$ cat src/hdl/assert_macros.svh
// Assertion macros shared by the RTL of the selective-repeat sender.
// No dependencies; included by the files that carry concurrent assertions.
`ifndef ASSERT_MACROS_SVH
`define ASSERT_MACROS_SVH

// Property that must hold at every clock edge outside reset.
`define SRS_ASSERT_ALWAYS(name, clk, rst_n, prop, msg) \
    name: assert property (@(posedge clk) disable iff (!rst_n) (prop)) else $error(msg);

// Same-cycle implication.
`define SRS_ASSERT_IMPLIES(name, clk, rst_n, pre, post, msg) \
    name: assert property (@(posedge clk) disable iff (!rst_n) (pre) |-> (post)) \
        else $error(msg);

// Next-cycle implication.
`define SRS_ASSERT_NEXT(name, clk, rst_n, pre, post, msg) \
    name: assert property (@(posedge clk) disable iff (!rst_n) (pre) |=> (post)) \
        else $error(msg);

`endif

$ cat src/hdl/srs_pkg.sv
// Shared types and codes for the selective-repeat sender.
// No dependencies; used by srs_out_reg and selective_repeat_sender_core.
`timescale 1ns / 1ps

package srs_pkg;

    // Request codes carried in req_type.
    localparam logic [1:0] REQ_POLL    = 2'd0;
    localparam logic [1:0] REQ_ACK     = 2'd1;
    localparam logic [1:0] REQ_TIMEOUT = 2'd2;

    // Configuration register indexes.
    localparam logic [1:0] REG_TOTAL_FRAMES   = 2'd0;
    localparam logic [1:0] REG_WINDOW_LIMIT   = 2'd1;
    localparam logic [1:0] REG_FIRST_SEQUENCE = 2'd2;

    // Widths of the configuration port.
    localparam int CFG_INDEX_W = 2;
    localparam int CFG_DATA_W  = 32;

    // At most this many results are produced by one poll.
    localparam int MAX_RESULTS = 32;
    localparam int RES_CNT_W   = 6;

    // One input item.
    typedef struct packed {
        logic [1:0] req_type;
        logic [7:0] ack_sequence;
    } req_t;

    // One result item.
    typedef struct packed {
        logic        has_frame;
        logic [31:0] frame_number;
        logic [7:0]  frame_sequence;
        logic        is_resend;
        logic        ack_matched;
        logic        transfer_done;
        logic        last_result;
    } res_t;

endpackage

$ cat src/hdl/selective_repeat_sender_core.sv
// Selective-repeat ARQ sender window core with its configuration registers.
// Depends on srs_pkg, srs_out_reg and assert_macros.svh.
//
// Use:
// Requests enter on s_valid/s_ready/s_data: a poll, an ack or a timeout. Each
// request produces one or more result items on m_valid/m_ready/m_data; the
// final result of a request has last_result set. Registers are written through
// cfg_wr_en/cfg_index/cfg_wdata while no request is in progress; the user must
// keep to this, as the block itself does not enforce it. A small sequencer
// walks the in-flight slots one per cycle, while the output register has room
// for its results, with a shared counter and sequence compare. A poll walks
// them for retransmissions and then emits new frames, an ack scans them for a
// match and slides the base, and a timeout marks them, each before its final result.
// s_ready is high only between requests.
// Poll results are staged one deep so that the last one can be flagged; a
// result waits in the output register while the receiver stalls, and the
// sequencer stops until there is room.
// After reset the window is empty, all slot flags are clear, total_frames is
// 0, window_limit is 1 and first_sequence is 0.
`timescale 1ns / 1ps
`include "assert_macros.svh"

module selective_repeat_sender_core #(
    parameter int MAX_WINDOW = 32
) (
    input  logic                              aclk,
    input  logic                              aresetn,
    input  logic                              cfg_wr_en,
    input  logic [srs_pkg::CFG_INDEX_W-1:0]   cfg_index,
    input  logic [srs_pkg::CFG_DATA_W-1:0]    cfg_wdata,
    input  logic                              s_valid,
    output logic                              s_ready,
    input  srs_pkg::req_t                     s_data,
    output logic                              m_valid,
    input  logic                              m_ready,
    output srs_pkg::res_t                     m_data
);

    localparam int SLOT_W = (MAX_WINDOW > 1) ? $clog2(MAX_WINDOW) : 1;
    localparam int CNT_W  = $clog2(MAX_WINDOW + 1);

    typedef enum logic [2:0] {
        ST_IDLE,
        ST_RESEND,
        ST_NEWF,
        ST_ACK_SCAN,
        ST_ACK_SLIDE,
        ST_TMO,
        ST_FINISH
    } state_t;

    // Configuration registers.
    logic [31:0]      total_frames_reg;
    logic [CNT_W-1:0] window_limit_reg;
    logic [7:0]       first_seq_reg;
    logic [6:0]       lim_raw;
    logic [CNT_W-1:0] lim_clamp;

    // Window state.
    logic [31:0]           base_reg;
    logic [SLOT_W-1:0]     base_slot_reg;
    logic [31:0]           next_reg;
    logic [SLOT_W-1:0]     next_slot_reg;
    logic [CNT_W-1:0]      inflight_reg;
    logic [MAX_WINDOW-1:0] acked_reg;
    logic [MAX_WINDOW-1:0] resend_reg;

    // Sequencer state.
    state_t                       state_reg;
    logic [7:0]                   ack_seq_reg;
    logic [31:0]                  scan_idx_reg;
    logic [SLOT_W-1:0]            scan_slot_reg;
    logic [CNT_W-1:0]             scan_cnt_reg;
    logic [srs_pkg::RES_CNT_W-1:0] res_cnt_reg;
    logic                         matched_reg;
    logic                         pend_valid_reg;
    srs_pkg::res_t                pend_reg;

    // Sequencer datapath signals.
    logic              out_free;
    logic              out_load;
    srs_pkg::res_t     out_data;
    logic              can_emit;
    logic              done_now;
    logic [7:0]        scan_seq;
    logic [7:0]        new_seq;
    logic              scan_end;
    logic              res_full;
    logic              new_ok;
    logic [SLOT_W-1:0] scan_slot_inc;
    logic [SLOT_W-1:0] base_slot_inc;
    logic [SLOT_W-1:0] next_slot_inc;
    srs_pkg::res_t     cand;

    // Clamp a window write into 1..MAX_WINDOW.
    assign lim_raw = {1'b0, cfg_wdata[5:0]};

    always_comb begin
        if (lim_raw == 7'd0) begin
            lim_clamp = CNT_W'(1);
        end else if (lim_raw > 7'(MAX_WINDOW)) begin
            lim_clamp = CNT_W'(MAX_WINDOW);
        end else begin
            lim_clamp = CNT_W'(lim_raw);
        end
    end

    // Configuration register writes; an unused index is ignored.
    always_ff @(posedge aclk) begin
        if (!aresetn) begin
            total_frames_reg <= '0;
            window_limit_reg <= CNT_W'(1);
            first_seq_reg    <= '0;
        end else if (cfg_wr_en) begin
            unique case (cfg_index)
                srs_pkg::REG_TOTAL_FRAMES:   total_frames_reg <= cfg_wdata;
                srs_pkg::REG_WINDOW_LIMIT:   window_limit_reg <= lim_clamp;
                srs_pkg::REG_FIRST_SEQUENCE: first_seq_reg    <= cfg_wdata[7:0];
                default: ;
            endcase
        end
    end

    // Ring slot successors.
    assign scan_slot_inc = (scan_slot_reg == SLOT_W'(MAX_WINDOW - 1)) ? '0
                                                                        : scan_slot_reg + 1'b1;
    assign base_slot_inc = (base_slot_reg == SLOT_W'(MAX_WINDOW - 1)) ? '0
                                                                        : base_slot_reg + 1'b1;
    assign next_slot_inc = (next_slot_reg == SLOT_W'(MAX_WINDOW - 1)) ? '0
                                                                        : next_slot_reg + 1'b1;

    // Shared compare and sequence logic.
    assign done_now = (base_reg >= total_frames_reg);
    assign scan_seq = first_seq_reg + scan_idx_reg[7:0];
    assign new_seq  = first_seq_reg + next_reg[7:0];
    assign scan_end = (scan_cnt_reg == inflight_reg);
    assign res_full = (res_cnt_reg == srs_pkg::RES_CNT_W'(srs_pkg::MAX_RESULTS));
    assign new_ok   = !res_full && (next_reg < total_frames_reg)
                      && (inflight_reg < window_limit_reg);
    assign can_emit = !pend_valid_reg || out_free;

    // Frame result built in the current step.
    always_comb begin
        cand               = '0;
        cand.has_frame     = 1'b1;
        cand.transfer_done = done_now;
        if (state_reg == ST_RESEND) begin
            cand.frame_number   = scan_idx_reg;
            cand.frame_sequence = scan_seq;
            cand.is_resend      = 1'b1;
        end else begin
            cand.frame_number   = next_reg;
            cand.frame_sequence = new_seq;
        end
    end

    // Output register load: a staged item moves out when a newer one arrives,
    // and the final item of a request is flagged as last.
    always_comb begin
        out_load = 1'b0;
        out_data = pend_reg;
        if (state_reg == ST_FINISH) begin
            out_load = out_free;
            if (pend_valid_reg) begin
                out_data.last_result = 1'b1;
            end else begin
                out_data               = '0;
                out_data.ack_matched   = matched_reg;
                out_data.transfer_done = done_now;
                out_data.last_result   = 1'b1;
            end
        end else if (state_reg == ST_RESEND) begin
            out_load = pend_valid_reg && out_free && !scan_end && !res_full
                       && resend_reg[scan_slot_reg];
        end else if (state_reg == ST_NEWF) begin
            out_load = pend_valid_reg && out_free && new_ok;
        end
    end

    assign s_ready = (state_reg == ST_IDLE);

    // Sequencer and window state.
    always_ff @(posedge aclk) begin
        if (!aresetn) begin
            state_reg      <= ST_IDLE;
            base_reg       <= '0;
            base_slot_reg  <= '0;
            next_reg       <= '0;
            next_slot_reg  <= '0;
            inflight_reg   <= '0;
            acked_reg      <= '0;
            resend_reg     <= '0;
            pend_valid_reg <= 1'b0;
            matched_reg    <= 1'b0;
        end else begin
            unique case (state_reg)
                ST_IDLE: begin
                    if (s_valid) begin
                        ack_seq_reg   <= s_data.ack_sequence;
                        scan_idx_reg  <= base_reg;
                        scan_slot_reg <= base_slot_reg;
                        scan_cnt_reg  <= '0;
                        res_cnt_reg   <= '0;
                        matched_reg   <= 1'b0;
                        unique case (s_data.req_type)
                            srs_pkg::REQ_POLL:    state_reg <= ST_RESEND;
                            srs_pkg::REQ_ACK:     state_reg <= ST_ACK_SCAN;
                            srs_pkg::REQ_TIMEOUT: state_reg <= ST_TMO;
                            default:              state_reg <= ST_FINISH;
                        endcase
                    end
                end

                // Pending retransmissions in index order.
                ST_RESEND: begin
                    if (scan_end || res_full) begin
                        state_reg <= ST_NEWF;
                    end else if (!resend_reg[scan_slot_reg] || can_emit) begin
                        if (resend_reg[scan_slot_reg]) begin
                            resend_reg[scan_slot_reg] <= 1'b0;
                            pend_reg       <= cand;
                            pend_valid_reg <= 1'b1;
                            res_cnt_reg    <= res_cnt_reg + 1'b1;
                        end
                        scan_idx_reg  <= scan_idx_reg + 32'd1;
                        scan_slot_reg <= scan_slot_inc;
                        scan_cnt_reg  <= scan_cnt_reg + 1'b1;
                    end
                end

                // New frames while the window and the transfer allow.
                ST_NEWF: begin
                    if (!new_ok) begin
                        state_reg <= ST_FINISH;
                    end else if (can_emit) begin
                        acked_reg[next_slot_reg]  <= 1'b0;
                        resend_reg[next_slot_reg] <= 1'b0;
                        pend_reg       <= cand;
                        pend_valid_reg <= 1'b1;
                        res_cnt_reg    <= res_cnt_reg + 1'b1;
                        next_reg       <= next_reg + 32'd1;
                        next_slot_reg  <= next_slot_inc;
                        inflight_reg   <= inflight_reg + 1'b1;
                    end
                end

                // Find the first unacked in-flight frame with a matching sequence.
                ST_ACK_SCAN: begin
                    if (scan_end) begin
                        state_reg <= ST_FINISH;
                    end else if (!acked_reg[scan_slot_reg] && scan_seq == ack_seq_reg) begin
                        acked_reg[scan_slot_reg]  <= 1'b1;
                        resend_reg[scan_slot_reg] <= 1'b0;
                        matched_reg <= 1'b1;
                        state_reg   <= ST_ACK_SLIDE;
                    end else begin
                        scan_idx_reg  <= scan_idx_reg + 32'd1;
                        scan_slot_reg <= scan_slot_inc;
                        scan_cnt_reg  <= scan_cnt_reg + 1'b1;
                    end
                end

                // Slide the base past acknowledged frames, one per cycle.
                ST_ACK_SLIDE: begin
                    if (inflight_reg != '0 && acked_reg[base_slot_reg]) begin
                        base_reg      <= base_reg + 32'd1;
                        base_slot_reg <= base_slot_inc;
                        inflight_reg  <= inflight_reg - 1'b1;
                    end else begin
                        state_reg <= ST_FINISH;
                    end
                end

                // Mark every unacked in-flight frame for retransmission.
                ST_TMO: begin
                    if (scan_end) begin
                        state_reg <= ST_FINISH;
                    end else begin
                        if (!acked_reg[scan_slot_reg]) begin
                            resend_reg[scan_slot_reg] <= 1'b1;
                        end
                        scan_idx_reg  <= scan_idx_reg + 32'd1;
                        scan_slot_reg <= scan_slot_inc;
                        scan_cnt_reg  <= scan_cnt_reg + 1'b1;
                    end
                end

                // Deliver the final item of the request.
                ST_FINISH: begin
                    if (out_free) begin
                        pend_valid_reg <= 1'b0;
                        state_reg      <= ST_IDLE;
                    end
                end

                default: state_reg <= ST_IDLE;
            endcase
        end
    end

    srs_out_reg u_out_reg (
        .aclk      (aclk),
        .aresetn   (aresetn),
        .load      (out_load),
        .load_data (out_data),
        .free      (out_free),
        .m_valid   (m_valid),
        .m_ready   (m_ready),
        .m_data    (m_data)
    );

    // The window never holds more frames than there are slots.
    `SRS_ASSERT_ALWAYS(a_inflight_bound, aclk, aresetn, inflight_reg <= CNT_W'(MAX_WINDOW), "in-flight count exceeds ring size")

    // No staged poll item may be left over when a new request can enter.
    `SRS_ASSERT_IMPLIES(a_idle_no_pending, aclk, aresetn, s_ready, !pend_valid_reg, "staged item left at idle")

    // An accepted request always starts the sequencer.
    `SRS_ASSERT_NEXT(a_accept_busy, aclk, aresetn, s_valid && s_ready, state_reg != ST_IDLE, "accepted item did not start work")

    // A result without a frame is always the final one of its request.
    `SRS_ASSERT_IMPLIES(a_empty_is_last, aclk, aresetn, m_valid && !m_data.has_frame, m_data.last_result, "frameless result not last")

endmodule

$ cat src/hdl/srs_out_reg.sv
// Output register of the selective-repeat sender: holds one result item
// until the downstream side takes it. Depends on srs_pkg.
`timescale 1ns / 1ps

module srs_out_reg (
    input  logic          aclk,
    input  logic          aresetn,
    input  logic          load,
    input  srs_pkg::res_t load_data,
    output logic          free,
    output logic          m_valid,
    input  logic          m_ready,
    output srs_pkg::res_t m_data
);

    logic          valid_reg;
    srs_pkg::res_t data_reg;

    // The register can take a new item when empty or when its item leaves now.
    assign free    = !valid_reg || m_ready;
    assign m_valid = valid_reg;
    assign m_data  = data_reg;

    // Valid flag.
    always_ff @(posedge aclk) begin
        if (!aresetn) begin
            valid_reg <= 1'b0;
        end else if (free) begin
            valid_reg <= load;
        end
    end

    // Payload.
    always_ff @(posedge aclk) begin
        if (free && load) begin
            data_reg <= load_data;
        end
    end

endmodule
$ cat config.mk
export PLATFORM = sky130hd
export DESIGN_NAME = selective_repeat_sender_core
export DESIGN_NICKNAME = d
export VERILOG_FILES = /design/src/hdl/srs_pkg.sv /design/src/hdl/selective_repeat_sender_core.sv /design/src/hdl/srs_out_reg.sv
export VERILOG_INCLUDE_DIRS = /design/src /design/src/hdl
export SDC_FILE = /design/constraint.sdc
export NUM_CORES = 1
export LEC_CHECK = 0
export CAP_MARGIN = 15
export CORE_AREA = 8 8 164 282
export DETAILED_ROUTE_END_ITERATION = 10
export DIE_AREA = 0 0 172 290
export DONT_BUFFER_PORTS = 1
export SLEW_MARGIN = 30
export SYNTH_ARGS = -nofsm -noshare
export SYNTH_HDL_FRONTEND = slang
export SYNTH_SLANG_ARGS = --single-unit
$ cat constraint.sdc
create_clock -name aclk -period 7.1 [get_ports aclk]
set_input_delay 0.71 -clock aclk [delete_from_list [all_inputs] [get_ports aclk]]
set_output_delay 0.71 -clock aclk [all_outputs]
set_load 0.05 [all_outputs]
==> results.md <==
Run status:
- The run finished with clean final reports.

Run:
- Max-cap violations in this run came to 0.

Timing:
- Of the available clock period, the critical path in the final layout requires 67.60%.
- The pin slew with the least headroom to its limit is 956.1 ps.
- The count of final hold-check violations is 0.
- The worst path in the final design needs a cycle of 4799 ps, including I/O delays and setup.
- The maximum clock frequency is 208.4 MHz.
- Measured against its own limit, the worst slew margin works out to 36.11%.
- The number of pins with negative max-slew slack in the final report was 0.
- Setup total negative slack on the finished layout was measured at 0 ps.
- Clock skew on the completed layout was measured at 21.21 ps.
- Setup violations remaining at the end of the flow were counted as 0.
- Setup repair after global routing left no endpoint under its margin.
- The tightest hold path in the finished design has a slack of 270.9 ps.

Power:
- Summed over all cells, the static leakage comes to 7.298 nW.
- The areal power density over the cells is 310.6 mW/mm².
- The worst ir drop on vdd is 0.1778 mV.

Synthesis:
- In this run, synthesis inferred 144 flip-flops with an integrated enable.
- The cell with the most instances after synthesis is sky130_fd_sc_hd__nand2_1.
- The Yosys warning count is 0.
- In the synthesized netlist, the number of instances is 2,014.
- Counting flops and latches in the post-synthesis netlist gives 340.
- The average instance area after synthesis is 9.311 µm².
- The synthesized design spends more area on one cell type than any other, namely sky130_fd_sc_hd__edfxtp_1.
- After synthesis, the share of flip-flops with an asynchronous set or reset is 0%.
- The post-synthesis instance area is 0.01875 mm².
- By area the synthesized netlist is led by sky130_fd_sc_hd__edfxtp_1, sky130_fd_sc_hd__dfxtp_1, sky130_fd_sc_hd__ha_1, sky130_fd_sc_hd__nand2_1, sky130_fd_sc_hd__a21oi_1.
- The portion of synthesized cell area occupied by the leading cell type is 23.06%.
- Sequential cells were found to cover 43.98% of the synthesized design area.
- The number of nets handed over by synthesis was 2,170.
- The primary flip-flop cell chosen by synthesis mapping is sky130_fd_sc_hd__dfxtp_1.
- The count of different cell masters after synthesis is 69.
- By count the netlist is led by sky130_fd_sc_hd__nand2_1, sky130_fd_sc_hd__dfxtp_1, sky130_fd_sc_hd__nor2_1, sky130_fd_sc_hd__edfxtp_1, sky130_fd_sc_hd__a21oi_1.

Critical path:
- The worst setup path is of the flip-flop to flip-flop kind.
- Of all nets on the critical path, the largest fanout is 23.
- Counting stages on the worst path, the most repeated cell is sky130_fd_sc_hd__xnor2_1.
- The delay of the slowest cell on the worst path is 740 ps.
- The data arrival time of the critical path is 4990 ps.
- The critical path capture point type is a flip-flop.
- The slowest stage of the critical path belongs to the cell sky130_fd_sc_hd__a31oi_4.
- The worst setup path is launched from a flip-flop.
- The critical path goes through ha_1 -> a21o_1 -> a221oi_1 -> a21oi_1 -> xnor2_1 -> xnor2_1 -> nor2_1 -> or3b_2 -> a31oi_4 -> buf_4.
- The required time of the critical path is 7290 ps.
- The number of buffers and inverters on the critical path is 1.
- The cell class contributing the biggest share of worst-path delay is compound AO/OA/AOI/OAI gates.

Clock tree:
- The clock edge transition at the registers on the reported setup and hold paths is 70 ps.
- The total of cells resized after clock tree synthesis is 0.
- The number of setup buffers added after CTS is 0.
- The quantity of hold-fixing buffers added after cts is 0.
- For the worst-skew pair, the clock arrives at the later sink with an insertion delay of 530 ps.
- The number of clock buffers inserted by TritonCTS is 34.
- TritonCTS built the clock tree.
- The number of clock sinks is 340.
- The cell sitting at the root of the clock tree is a sky130_fd_sc_hd__clkbuf_16.
- The H-tree depth is 2.
- The clock passes through at most 3 buffers.

Die:
- Pin placement for this block handled 96 I/O pins.
- Measured along the x axis, the die boundary spans 172 µm.
- The cell row count is 100.
- The initial utilization of the core area, before any placement, comes to 44.34%.
- The area enclosed by the die boundary is 0.04988 mm².
- The floorplan step set the die height to 290 µm.
- After floorplanning, the core was sized to cover 0.04229 mm².

Detailed routing:
- Once detail routing completed, the nets flagged for antenna violations numbered 0.
- The number of DRC markers in iteration 0 is 889.
- The detailed-route via count is 14,950.
- The detailed-route vias per instance is 5.870.
- The routed length per instance is 21.60 µm.
- For this run, design rule violations remaining after detail routing come to 0.
- The wire length reported by the detailed router is 55,010 µm.
- The first TritonRoute pass finished after 5 iterations.

Place:
- The count of buffers added on input and output ports is 0.
- Counting tap cells, the placed design contains a total of 2,486 instances.
- The detailed-placement wirelength estimate is 40,450 µm.
- At the end of routability-driven placement, the weighted congestion stood at 0.9266.
- The cell area reported after detailed placement is 0.01921 mm².

GRT:
- The number of global-route vias before repair was 14,820.
- In the global route stage, overall resource usage came out at 21.86%.
- The number of antenna violations at the first check in global routing was 0.
- The sum of overflow across all layers after global routing is 0.
- The pin count of the biggest net entering global routing is 90.
- The first-pass GRT wire length is 85,190 µm.

Final layout:
- The post-layout net count is 2,117.
- The number of flip-flops in the largest register is 45.
- In the final layout, flip-flops and latches occupy 0.008248 mm².
- After filler insertion, the fill cell instance count of the layout stands at 4,065.
- Summing all multi-input logic gate instances after layout gives 0.009877 mm².
- Of the cells placed in the final design, the portion with a size suffix greater than 1 is 8.615%.
- Once layout is done, the placed cells without fillers occupy 0.02035 mm².
- The filler-free cell count of the finished design is 2,547.
- Relative to the synthesized area, the layout overhead comes to 8.528%.

Min path:
- The tightest min-delay check is of the input pin to flip-flop type.
==> per-layer routing <==
metal	track usage, %	part of all wire, %
met2	40.33	53
met3	2.869	4.7
met4	12.26	5.8
met5	0	0
met1	23.15	36
==> area by class of cell <==
class	count	area share, %
multi-input combinational	1497	48.53
sequential	340	40.53
clock buffer	51	5.048
tap	561	3.449
inverter	73	1.359
timing repair buffer	15	0.5718
clock inverter	9	0.4980
antenna	1	0.01230
==> where the power goes <==
group          total, mW  switching, mW  internal (mW)
sequential          2.90          0.461           2.44
clock               1.86          0.780           1.08
combinational       1.57           1.05          0.519
total               6.32           2.29           4.03
==> cells in the final DEF (no fill, tap or decap), types with 7 or more instances in the layout <==
cell                        instances
sky130_fd_sc_hd__nand2_1          261
sky130_fd_sc_hd__dfxtp_1          196
sky130_fd_sc_hd__nor2_1           155
sky130_fd_sc_hd__edfxtp_1         144
sky130_fd_sc_hd__a21oi_1          136
sky130_fd_sc_hd__o21ai_0          125
sky130_fd_sc_hd__ha_1             104
sky130_fd_sc_hd__inv_1             71
sky130_fd_sc_hd__and2_1            63
sky130_fd_sc_hd__xnor2_1           61
sky130_fd_sc_hd__xor2_1            51
sky130_fd_sc_hd__nand3_1           51
sky130_fd_sc_hd__clkbuf_16         36
sky130_fd_sc_hd__o211ai_1          35
sky130_fd_sc_hd__mux2_2            33
sky130_fd_sc_hd__a22oi_1           33
sky130_fd_sc_hd__mux2i_1           32
sky130_fd_sc_hd__o21ai_1           31
sky130_fd_sc_hd__nor3_2            31
sky130_fd_sc_hd__or3_1             27
sky130_fd_sc_hd__nand4_1           27
sky130_fd_sc_hd__nand2b_1          26
sky130_fd_sc_hd__and3_1            24
sky130_fd_sc_hd__a21o_1            22
sky130_fd_sc_hd__nor3_1            18
sky130_fd_sc_hd__mux4_2            14
sky130_fd_sc_hd__buf_4             14
sky130_fd_sc_hd__nand3b_1          10
sky130_fd_sc_hd__o22ai_1            8
sky130_fd_sc_hd__nor2b_1            8
sky130_fd_sc_hd__nor4_1             8
sky130_fd_sc_hd__clkbuf_1           8
sky130_fd_sc_hd__clkbuf_8           7
==> per-stage QoR <==
stage / util (%) / power, mW / setup slack (ps)
2_1_floorplan: - / 4.015 / 628.3
3_3_place_gp: 45.38 / 4.457 / 2512
3_5_place_dp: 45.42 / 4.487 / 2399
4_1_cts: 48.09 / 6.347 / 2340
5_1_grt: 48.12 / 6.610 / 2070
6_report: 48.12 / 6.322 / 2301
==> worst register-to-register path, stage by stage, from the launching register on <==
cell                       delay [ps]
sky130_fd_sc_hd__edfxtp_1         510
sky130_fd_sc_hd__ha_1             410
sky130_fd_sc_hd__a21o_1           220
sky130_fd_sc_hd__a221oi_1         570
sky130_fd_sc_hd__a21oi_1          160
sky130_fd_sc_hd__xnor2_1          200
sky130_fd_sc_hd__xnor2_1          500
sky130_fd_sc_hd__nor2_1           160
sky130_fd_sc_hd__or3b_2           500
sky130_fd_sc_hd__a31oi_4          740
sky130_fd_sc_hd__buf_4            460
==> worst paths after layout <==
check	depth (start not counted)	slack, ps	start	to
worst min-delay path	0	270	s_data[0]	ack_seq_reg[0]
worst min register to register	2	460	total_frames_reg[24]	total_frames_reg[24]
worst max-delay path	10	2300	scan_idx_reg[3]	scan_idx_reg[20]
worst max register to register	10	2300	scan_idx_reg[3]	scan_idx_reg[20]
==> cells by family after synthesis <==
| kind of cell | Yosys count | share of synthesized area (%) |
|---|---|---|
| buffers and inverters | 177 | 3.783 |
| multiplexers | 79 | 5.371 |
| flip-flops | 340 | 43.98 |
| XOR/XNOR | 112 | 5.231 |
| adder cells (fa/ha/maj) | 107 | 7.260 |
| AND/OR/NAND/NOR | 748 | 19.92 |
| AO/OA/AOI/OAI | 451 | 14.45 |
(Power assumes the default switching activity.)
